$ cat config.mk
export PLATFORM = sky130hd
export DESIGN_NAME = gpio_expander_pin_events
export DESIGN_NICKNAME = d
export VERILOG_FILES = /design/src/rtl/gpio_exp_pkg.sv /design/src/rtl/gpio_expander_pin_events.sv
export SDC_FILE = /design/constraint.sdc
export NUM_CORES = 1
export LEC_CHECK = 0
export BUFFER_PORTS_ARGS = -buffer_cell sky130_fd_sc_hd__buf_2
export CORE_MARGIN = 4
export CORE_UTILIZATION = 25
export CTS_CLUSTER_SIZE = 10
export DETAILED_ROUTE_END_ITERATION = 8
export RECOVER_POWER = 25
export SYNTH_ARGS = -nofsm -noshare
export SYNTH_HDL_FRONTEND = slang
export SYNTH_SLANG_ARGS = --single-unit
$ cat constraint.sdc
create_clock -name clk_i -period 7.6 [get_ports clk_i]
set_clock_uncertainty 0.15 [all_clocks]
set_input_delay 1.52 -clock clk_i [delete_from_list [all_inputs] [get_ports clk_i]]
set_output_delay 1.52 -clock clk_i [all_outputs]
set_load 0.01 [all_outputs]
$ cat src/rtl/gpio_exp_pkg.sv
`default_nettype none

package gpio_exp_pkg;

  // field widths
  localparam int unsigned OpW      = 3;
  localparam int unsigned BankFW   = 3;
  localparam int unsigned ByteW    = 8;
  localparam int unsigned LevelW   = 40;
  localparam int unsigned PinFW    = 6;
  localparam int unsigned ModeW    = 2;
  localparam int unsigned MaxPins  = 64;

  // stream word widths
  localparam int unsigned InTdataW  = 64;
  localparam int unsigned OutTdataW = 64;
  localparam int unsigned OutTuserW = 1;

  // operation codes
  typedef enum logic [OpW-1:0] {
    OpSet    = 3'd0,
    OpClear  = 3'd1,
    OpToggle = 3'd2,
    OpGet    = 3'd3,
    OpSample = 3'd4,
    OpAttach = 3'd5
  } op_e;

  // event mode codes
  localparam logic [ModeW-1:0] ModeOff  = 2'd0;
  localparam logic [ModeW-1:0] ModeRise = 2'd1;
  localparam logic [ModeW-1:0] ModeFall = 2'd2;
  localparam logic [ModeW-1:0] ModeAny  = 2'd3;

  // input word, op in the lowest bits and pad in the highest
  typedef struct packed {
    logic [1:0]        pad;
    logic [ModeW-1:0]  event_mode;
    logic [PinFW-1:0]  pin_index;
    logic [LevelW-1:0] pin_levels;
    logic [ByteW-1:0]  mask;
    logic [BankFW-1:0] bank;
    logic [OpW-1:0]    op;
  } in_word_t;

  // result word
  typedef struct packed {
    logic              write_valid;
    logic [LevelW-1:0] event_pins;
    logic [ByteW-1:0]  read_byte;
    logic [ByteW-1:0]  write_byte;
    logic [BankFW-1:0] write_bank;
  } res_t;

  // does one pin's change match its mode
  function automatic logic pin_match(logic [ModeW-1:0] mode, logic was, logic now);
    logic hit;
    case (mode)
      ModeRise: hit = now & ~was;
      ModeFall: hit = ~now & was;
      ModeAny:  hit = now ^ was;
      default:  hit = 1'b0;
    endcase
    return hit;
  endfunction

endpackage

`default_nettype wire

$ cat src/rtl/gpio_expander_pin_events.sv
`default_nettype none

// channel  | group        | fields (lowest bit up)
// ---------+--------------+---------------------------------------------------
// input    | s_axis_*     | tdata: op, bank, mask, pin_levels, pin_index,
//          |              |        event_mode
// output   | m_axis_*     | tdata: write_bank, write_byte, read_byte,
//          |              |        event_pins; tuser: write_valid
//
// one word is taken per cycle while the skid register is empty; its result
// is registered, and waits in the skid register while the output stalls.
// latch and mode updates land in the accepting cycle; the next word sees them.
// a two-entry output stage (result register and skid register) lets input
// run on while the output stalls; s_axis_tready drops only when both hold.
// reset clears the pin latch, all event modes and both valid flags.

module gpio_expander_pin_events #(
  parameter int unsigned BANKS = 5
) (
  input  wire logic                                 clk_i,
  input  wire logic                                 rst_ni,
  input  wire logic                                 s_axis_tvalid,
  output      logic                                 s_axis_tready,
  // op, bank, mask, pin_levels, pin_index, event_mode
  input  wire logic [gpio_exp_pkg::InTdataW-1:0]    s_axis_tdata,
  output      logic                                 m_axis_tvalid,
  input  wire logic                                 m_axis_tready,
  // write_bank, write_byte, read_byte, event_pins
  output      logic [gpio_exp_pkg::OutTdataW-1:0]   m_axis_tdata,
  // write_valid
  output      logic [gpio_exp_pkg::OutTuserW-1:0]   m_axis_tuser
);
  import gpio_exp_pkg::*;

  localparam int unsigned Pins  = BANKS * 8;
  localparam int unsigned BankW = (BANKS > 1) ? $clog2(BANKS) : 1;
  localparam int unsigned PinW  = $clog2(Pins);

  // state
  logic [ByteW-1:0] latch_q [BANKS];
  logic [ByteW-1:0] latch_d [BANKS];
  logic [ModeW-1:0] mode_q  [Pins];
  logic [ModeW-1:0] mode_d  [Pins];

  // output stage
  res_t out_q, skid_q, res;
  logic out_valid_q, skid_valid_q;

  in_word_t         in_w;
  logic             in_fire, out_fire;
  logic             bank_ok, pin_ok;
  logic [BankW-1:0] bidx;
  logic [PinW-1:0]  pidx;
  logic [ByteW-1:0] old_byte, new_byte;
  logic [MaxPins-1:0] lvl_ext, ev_ext;

  assign in_w     = in_word_t'(s_axis_tdata);
  assign in_fire  = s_axis_tvalid & s_axis_tready;
  assign out_fire = m_axis_tvalid & m_axis_tready;
  assign bank_ok  = {1'b0, in_w.bank} < 4'(BANKS);
  assign pin_ok   = {1'b0, in_w.pin_index} < 7'(Pins);
  assign bidx     = in_w.bank[BankW-1:0];
  assign pidx     = in_w.pin_index[PinW-1:0];
  assign lvl_ext  = MaxPins'(in_w.pin_levels);
  assign old_byte = latch_q[bidx];

  // operation decode and next state
  always_comb begin
    res      = '0;
    latch_d  = latch_q;
    mode_d   = mode_q;
    new_byte = old_byte;
    ev_ext   = '0;
    case (op_e'(in_w.op))
      OpSet, OpClear, OpToggle: begin
        case (op_e'(in_w.op))
          OpSet:   new_byte = old_byte | in_w.mask;
          OpClear: new_byte = old_byte & ~in_w.mask;
          default: new_byte = old_byte ^ in_w.mask;
        endcase
        if (bank_ok) begin
          latch_d[bidx]   = new_byte;
          res.write_valid = 1'b1;
          res.write_bank  = in_w.bank;
          res.write_byte  = new_byte;
        end
      end
      OpGet: begin
        if (bank_ok) begin
          res.read_byte = old_byte & in_w.mask;
        end
      end
      OpSample: begin
        for (int unsigned p = 0; p < Pins; p++) begin
          ev_ext[p] = pin_match(mode_q[p], latch_q[p/8][p%8], lvl_ext[p]);
        end
        for (int unsigned b = 0; b < BANKS; b++) begin
          latch_d[b] = lvl_ext[8*b +: 8];
        end
        res.event_pins = ev_ext[LevelW-1:0];
      end
      OpAttach: begin
        if (pin_ok) begin
          mode_d[pidx] = in_w.event_mode;
        end
      end
      default: ;
    endcase
  end

  // latch and mode registers
  always_ff @(posedge clk_i or negedge rst_ni) begin
    if (!rst_ni) begin
      for (int unsigned b = 0; b < BANKS; b++) latch_q[b] <= '0;
      for (int unsigned p = 0; p < Pins; p++)  mode_q[p]  <= ModeOff;
    end else if (in_fire) begin
      latch_q <= latch_d;
      mode_q  <= mode_d;
    end
  end

  // output stage control
  always_ff @(posedge clk_i or negedge rst_ni) begin
    if (!rst_ni) begin
      out_valid_q  <= 1'b0;
      skid_valid_q <= 1'b0;
    end else if (out_fire || !out_valid_q) begin
      if (skid_valid_q) begin
        out_valid_q  <= 1'b1;
        skid_valid_q <= 1'b0;
      end else begin
        out_valid_q  <= in_fire;
      end
    end else if (in_fire) begin
      skid_valid_q <= 1'b1;
    end
  end

  // output stage payload
  always_ff @(posedge clk_i) begin
    if (out_fire || !out_valid_q) begin
      if (skid_valid_q) begin
        out_q <= skid_q;
      end else if (in_fire) begin
        out_q <= res;
      end
    end else if (in_fire) begin
      skid_q <= res;
    end
  end

  assign s_axis_tready = ~skid_valid_q;
  assign m_axis_tvalid = out_valid_q;
  assign m_axis_tuser  = out_q.write_valid;
  assign m_axis_tdata  = OutTdataW'({out_q.event_pins, out_q.read_byte,
                                     out_q.write_byte, out_q.write_bank});

endmodule

`default_nettype wire
After elaboration in Yosys (flattened, before gate mapping). Index checks and enable logic that the tools add are counted.

$lt $le $gt $ge: 6. Eq/ne operators: 126. Multiplexer cells: 65. Bitwise logic cells: 211. Reductions and logical operators: 13.

Operators by type and width (count): equality test 2 bit (second input constant) (80); two-way mux 60 bit (2); case mux 1 bit (3 select lines) (40); AND 1 bit (82); NOT 1 bit (82); bitwise mux 80 bit (1); equality test 2 x 1 -> 1 bit (second input constant) (40); two-way mux 40 bit (2); case mux 40 bit (2 select lines) (1); two-way mux 8 bit (6); bitwise mux 40 bit (1); bitwise XOR 1 bit (40); binary-select mux 8 bit (select 3 bit) (1); demux 8 bit (select 3 bit) (1); two-way mux 11 bit (2); AND 8 bit (2); case mux 8 bit (2 select lines) (1); demux 2 bit (select 6 bit) (1); NOT 8 bit (1); OR 8 bit (1); bitwise XOR 8 bit (1); >= comparator 7 bit (second input constant) (1); less-than comparator 7 x 1 -> 1 bit (second input constant) (1); NOT 6 -> 7 bit (1); 19 further kinds (30).

Bits in registers: 242. Input bits: 68. Output and inout port bits: 67. Word-level logic and storage cells: 478.

Logic depth before layout (Yosys ltp).
Depth after elaboration: 11. Mapped depth: 11. Mapped depth without buffers: 9.

Worst setup path after synthesis. No wires, ideal clock.

Kind: input to register. Start point: input port s_axis_tvalid. End point: register skid_q[0] (netlist name) (enable). Setup time: 0.478 ns. Arrival time: 4.302 ns. Data required time: 6.972 ns. Path slack: 2.670 ns. Stages on the path: 3. Buffers on the path: 1. Cell sequence: nand2b_4 > buf_2 > nor2_1.

Word-level cells in the longest chain between the ends: 2.

RTL lines: from (decl) (RTL line gpio_expander_pin_events.sv:22) `input wire logic s_axis_tvalid,`; AND 1 bit (RTL line gpio_expander_pin_events.sv:58) `assign in_fire = s_axis_tvalid & s_axis_tready;`; AND reduction 2 bit (no source line); to (signal assigned) (RTL line gpio_expander_pin_events.sv:148) `skid_q <= res;`; to (decl) (RTL line gpio_expander_pin_events.sv:46) `res_t out_q, skid_q, res;`.

Every way passes these cells. A chain may end at the register's enable or synchronous reset.

Worst setup path after layout.
Start point: input port m_axis_tready. End point: register out_q (netlist bit m_axis_tdata[44]) (enable).

Word-level cells in the longest chain between the ends: 3.

RTL lines: from (decl) (RTL line gpio_expander_pin_events.sv:27) `input wire logic m_axis_tready,`; AND 1 bit (RTL line gpio_expander_pin_events.sv:59) `assign out_fire = m_axis_tvalid & m_axis_tready;`; logical OR 1 bit (RTL line gpio_expander_pin_events.sv:141) `if (out_fire || !out_valid_q) begin`; AND reduction 2 bit (no source line); to (signal assigned) (RTL line gpio_expander_pin_events.sv:143) `out_q <= skid_q;`; to (signal assigned) (RTL line gpio_expander_pin_events.sv:145) `out_q <= res;`; to (decl) (RTL line gpio_expander_pin_events.sv:46).

Every way passes these cells.

==> results.md <==
Placement:
- The placed wire-length estimate is 26.7 mm.
- Including well taps, the total number of placed cells is ~2,000.
- The final weighted congestion in routability-driven placement is a little over 0.8.
- During placement, the flow inserted port buffers numbering ~130.

CTS:
- The clock root buffer is clkbuf_16.
- Clock latency on the worst-skew pair, taken at its later pin, is 0.56 ns.
- The clock-pin slew reported for the worst setup and hold paths after clock tree synthesis is around 0.060 ns.
- The total number of H-tree levels is 1.
- In this run, CTS created clock tree buffers numbering 29.
- The TritonCTS clock tree is built.
- The maximum count of clock buffers along a single path is 3.
- CTS saw between 200 and 250 sinks.
- The count of instances resized after the clock tree is built is 0.
- The number of buffers inserted by post-CTS setup repair is 0.
- The hold buffer count at CTS is 0.

Yosys:
- The number of synthesis warnings is 0.
- After synthesis the cells add up to approximately 13,000 um2.
- The average cell area after synthesis is about 11 um2.
- The cell count after synthesis is between 1,000 and 1,500.
- Yosys mapped a number of flops with a built-in enable equal to 120.
- After synthesis, the share of flip-flops with an asynchronous set or reset is 0.504.
- The fraction of the yosys area taken by sequential cells is 0.499.
- Among all flip-flop cells after synthesis, the most frequent one is dfrtp_1.
- Synthesis inferred 242 register bits.
- Synthesis instantiated between 40 and 50 different standard cells from the library.

Drt:
- For this run, design rule violations remaining after detail routing come to 0.
- The first detailed-routing pass ran for 8 iterations.
- The detailed router placed 9,058 vias in this run.
- The number of vias per cell is 4.49.
- The first-iteration detailed-routing DRC count is approximately 550.
- The routed wire length is 37.5 mm.
- The detail route stage leaves a number of antenna-violating nets equal to 0.
- Dividing the detail-routed wire length by the instance count gives roughly 19 um.

Floorplan:
- The area of the core is approximately 53,000 um2.
- The total number of placement rows is 84.
- The width of the die is 239 um.
- During I/O placement, the number of pins put on the boundary was 135.
- From bottom edge to top edge, the die measures around 240 um.
- The total die area is 57,100 um2.
- The initial utilization of the core area, before any placement, comes to 0.253.

Setup path:
- The worst path arrival time is 4.67 ns.
- At the worst endpoint, the required time is approximately 7.5 ns.
- The critical path start-end classification is primary input to register.
- The register-to-register path setup slack is 3.27 ns.
- The type of element capturing the critical path is a register.
- The critical-path maximum fanout is 60.
- The nature of the critical path startpoint is a primary input.

Global routing:
- The number of antenna violations at the first check in global routing is 18.
- The first global-routing pass estimated approximately 56 mm of wire.
- Across every metal layer, demand over resource in global routing totals 0.128.
- Global routing finished with a remaining overflow of 0.
- Entering global routing, the biggest net connects 70 pins.
- The number of global-route vias before repair is roughly 9,100.

Flow run:
- The tool flagged a number of max-cap violations equal to 2.

Layout:
- For this run, the share of the core covered by cells in the final layout is 0.295.
- The area growth from synthesis to layout is 16.7%.
- For this run, the post-layout net count is around 1,500.
- Summing all multi-input logic gate instances after layout gives between 5000 and 6000 um2.
- The register area is around 6700 um2.
- The filler cell count is about 5,400.
- The non-filler instance count after layout is between 2,000 and 2,500.
- The ratio of cells with drive above 1 in the final layout is 0.210.

STA:
- The final setup violation count is 0.
- The tightest slew margin relative to the limit is -1.49.
- On the final layout, the worst hold slack is 0.369 ns.
- The transition time of the tightest slew-check pin is between 3 and 4 ns.
- The max-slew violation total from the final report was approximately 120.
- Setup repair after global routing left no endpoint under its margin.
- The upper clock frequency limit is approximately 210 MHz.
- The final count of hold timing violations is 0.
- For the final routed database, the setup TNS stands at 0 ns.
- In the finished design, the share of the clock period the worst path needs comes to 0.626.
- The final critical-path required period is approximately 4.8 ns.

Pwr:
- In this run the static leakage power is 6.64 nW.
- The maximum resistive drop on vdd is approximately 0.18 mV.
- For this design the ratio of total power to cell area is approximately 220 nW/um2.
- Overall power consumption after layout is estimated at about 0.0034 W.

Run status:
- The checks that failed: capacitance limit, slew limit.
- The run finished, with violations left.

Worst hold path:
- The worst min-delay path class is register to register.
metrics by stage:
step / setup WS, ns / cell area [um2]
detailed placement: 2.89 / 14700
CTS: 3.40 / 15600
finish: 2.84 / 15500
global placement: 2.97 / 14700
floorplan: 2.67 / 13300
global route: 2.48 / 15500
cell usage in the layout (no fill, tap or decap), drive strengths merged, types with 18 or more instances in the layout:
master and count:
nand2 126, mux2i 79, a22oi 40, edfxtp 120, nor2b 18, ha 104, o31ai 48, buf 112
a21oi 44, mux2 102, inv 138, nor2 91, clkbuf 79, dfrtp 122
report_power, final:
part	switching [W]	internal, W	total [W]	leakage [nW]
registers	0.0000625	0.00149	0.00155	2.82
clock network	0.000532	0.000737	0.00127	0.414
logic	0.000361	0.000200	0.000562	3.40
total	0.000956	0.00243	0.00338	6.64
path summary, 6_finish.rpt:
kind | start | end | cells after the start
max in group asynchronous | rst_ni | latch_q[6] | 2
max | m_axis_tready | m_axis_tdata[44] | 4
min in group asynchronous | rst_ni | mode_q[40] | 1
min reg2reg | mode_q[28] | mode_q[28] | 1
min | mode_q[28] | mode_q[28] | 1
max reg2reg | skid_valid_q | m_axis_tdata[44] | 2
cell usage after synthesis, types with 10 or more instances:
master / instances / area (um2)
nand2_1: 126 / 473
and2_1: 17 / 106
clkbuf_1: 26 / 97.6
buf_1: 13 / 48.8
inv_1: 136 / 510
nor2_1: 91 / 342
dfrtp_1: 122 / 3050
mux2_2: 97 / 1090
o21ai_0: 12 / 60.1
o31ai_1: 45 / 338
mux2i_1: 79 / 791
edfxtp_1: 120 / 3600
a22oi_1: 40 / 300
nor2b_1: 18 / 113
a21oi_1: 40 / 200
ha_1: 104 / 1300
o21a_1: 10 / 75.1
flip-flops by register name, indices dropped and copies added, names as in the netlist:
name,count
m_axis_tdata,59
mode_q,80
skid_q,60
latch_q,40
skid_valid_q,1
m_axis_tuser,1
m_axis_tvalid,1
area by class of cell:
class	count	area share
antenna	9	0.00145
clock buffer	48	0.0533
tap	688	0.0554
clock inverter	4	0.00161
multi-input combinational	746	0.381
inverter	136	0.0328
timing repair buffer	143	0.0459
sequential	242	0.428
layer usage:
layer | vias up | GRT usage | wire, um
met4 | 16 | 0.0318 | 614
li1 | 4314 | - | -
met5 | - | 0 | 88
met1 | 4477 | 0.169 | 16300
met3 | 53 | 0.0284 | 2450
met2 | 198 | 0.215 | 18000
worst max-delay path, cell delays in order:
cell	delay, ns
buf_2	0.08
nand2b_1	0.23
o21a_2	0.17
clkbuf_1	2.62
logic make-up after synthesis:
logic type / after synthesis / share of synthesized area
adder cells (fa/ha/maj): 104 / 0.0976
buffers and inverters: 191 / 0.0568
AO/OA/AOI/OAI: 155 / 0.0797
multiplexers: 189 / 0.159
AND/OR/NAND/NOR: 293 / 0.107
other: 1 / 0.000281
flip-flops: 242 / 0.499
Power figures use the tool's default switching activity.
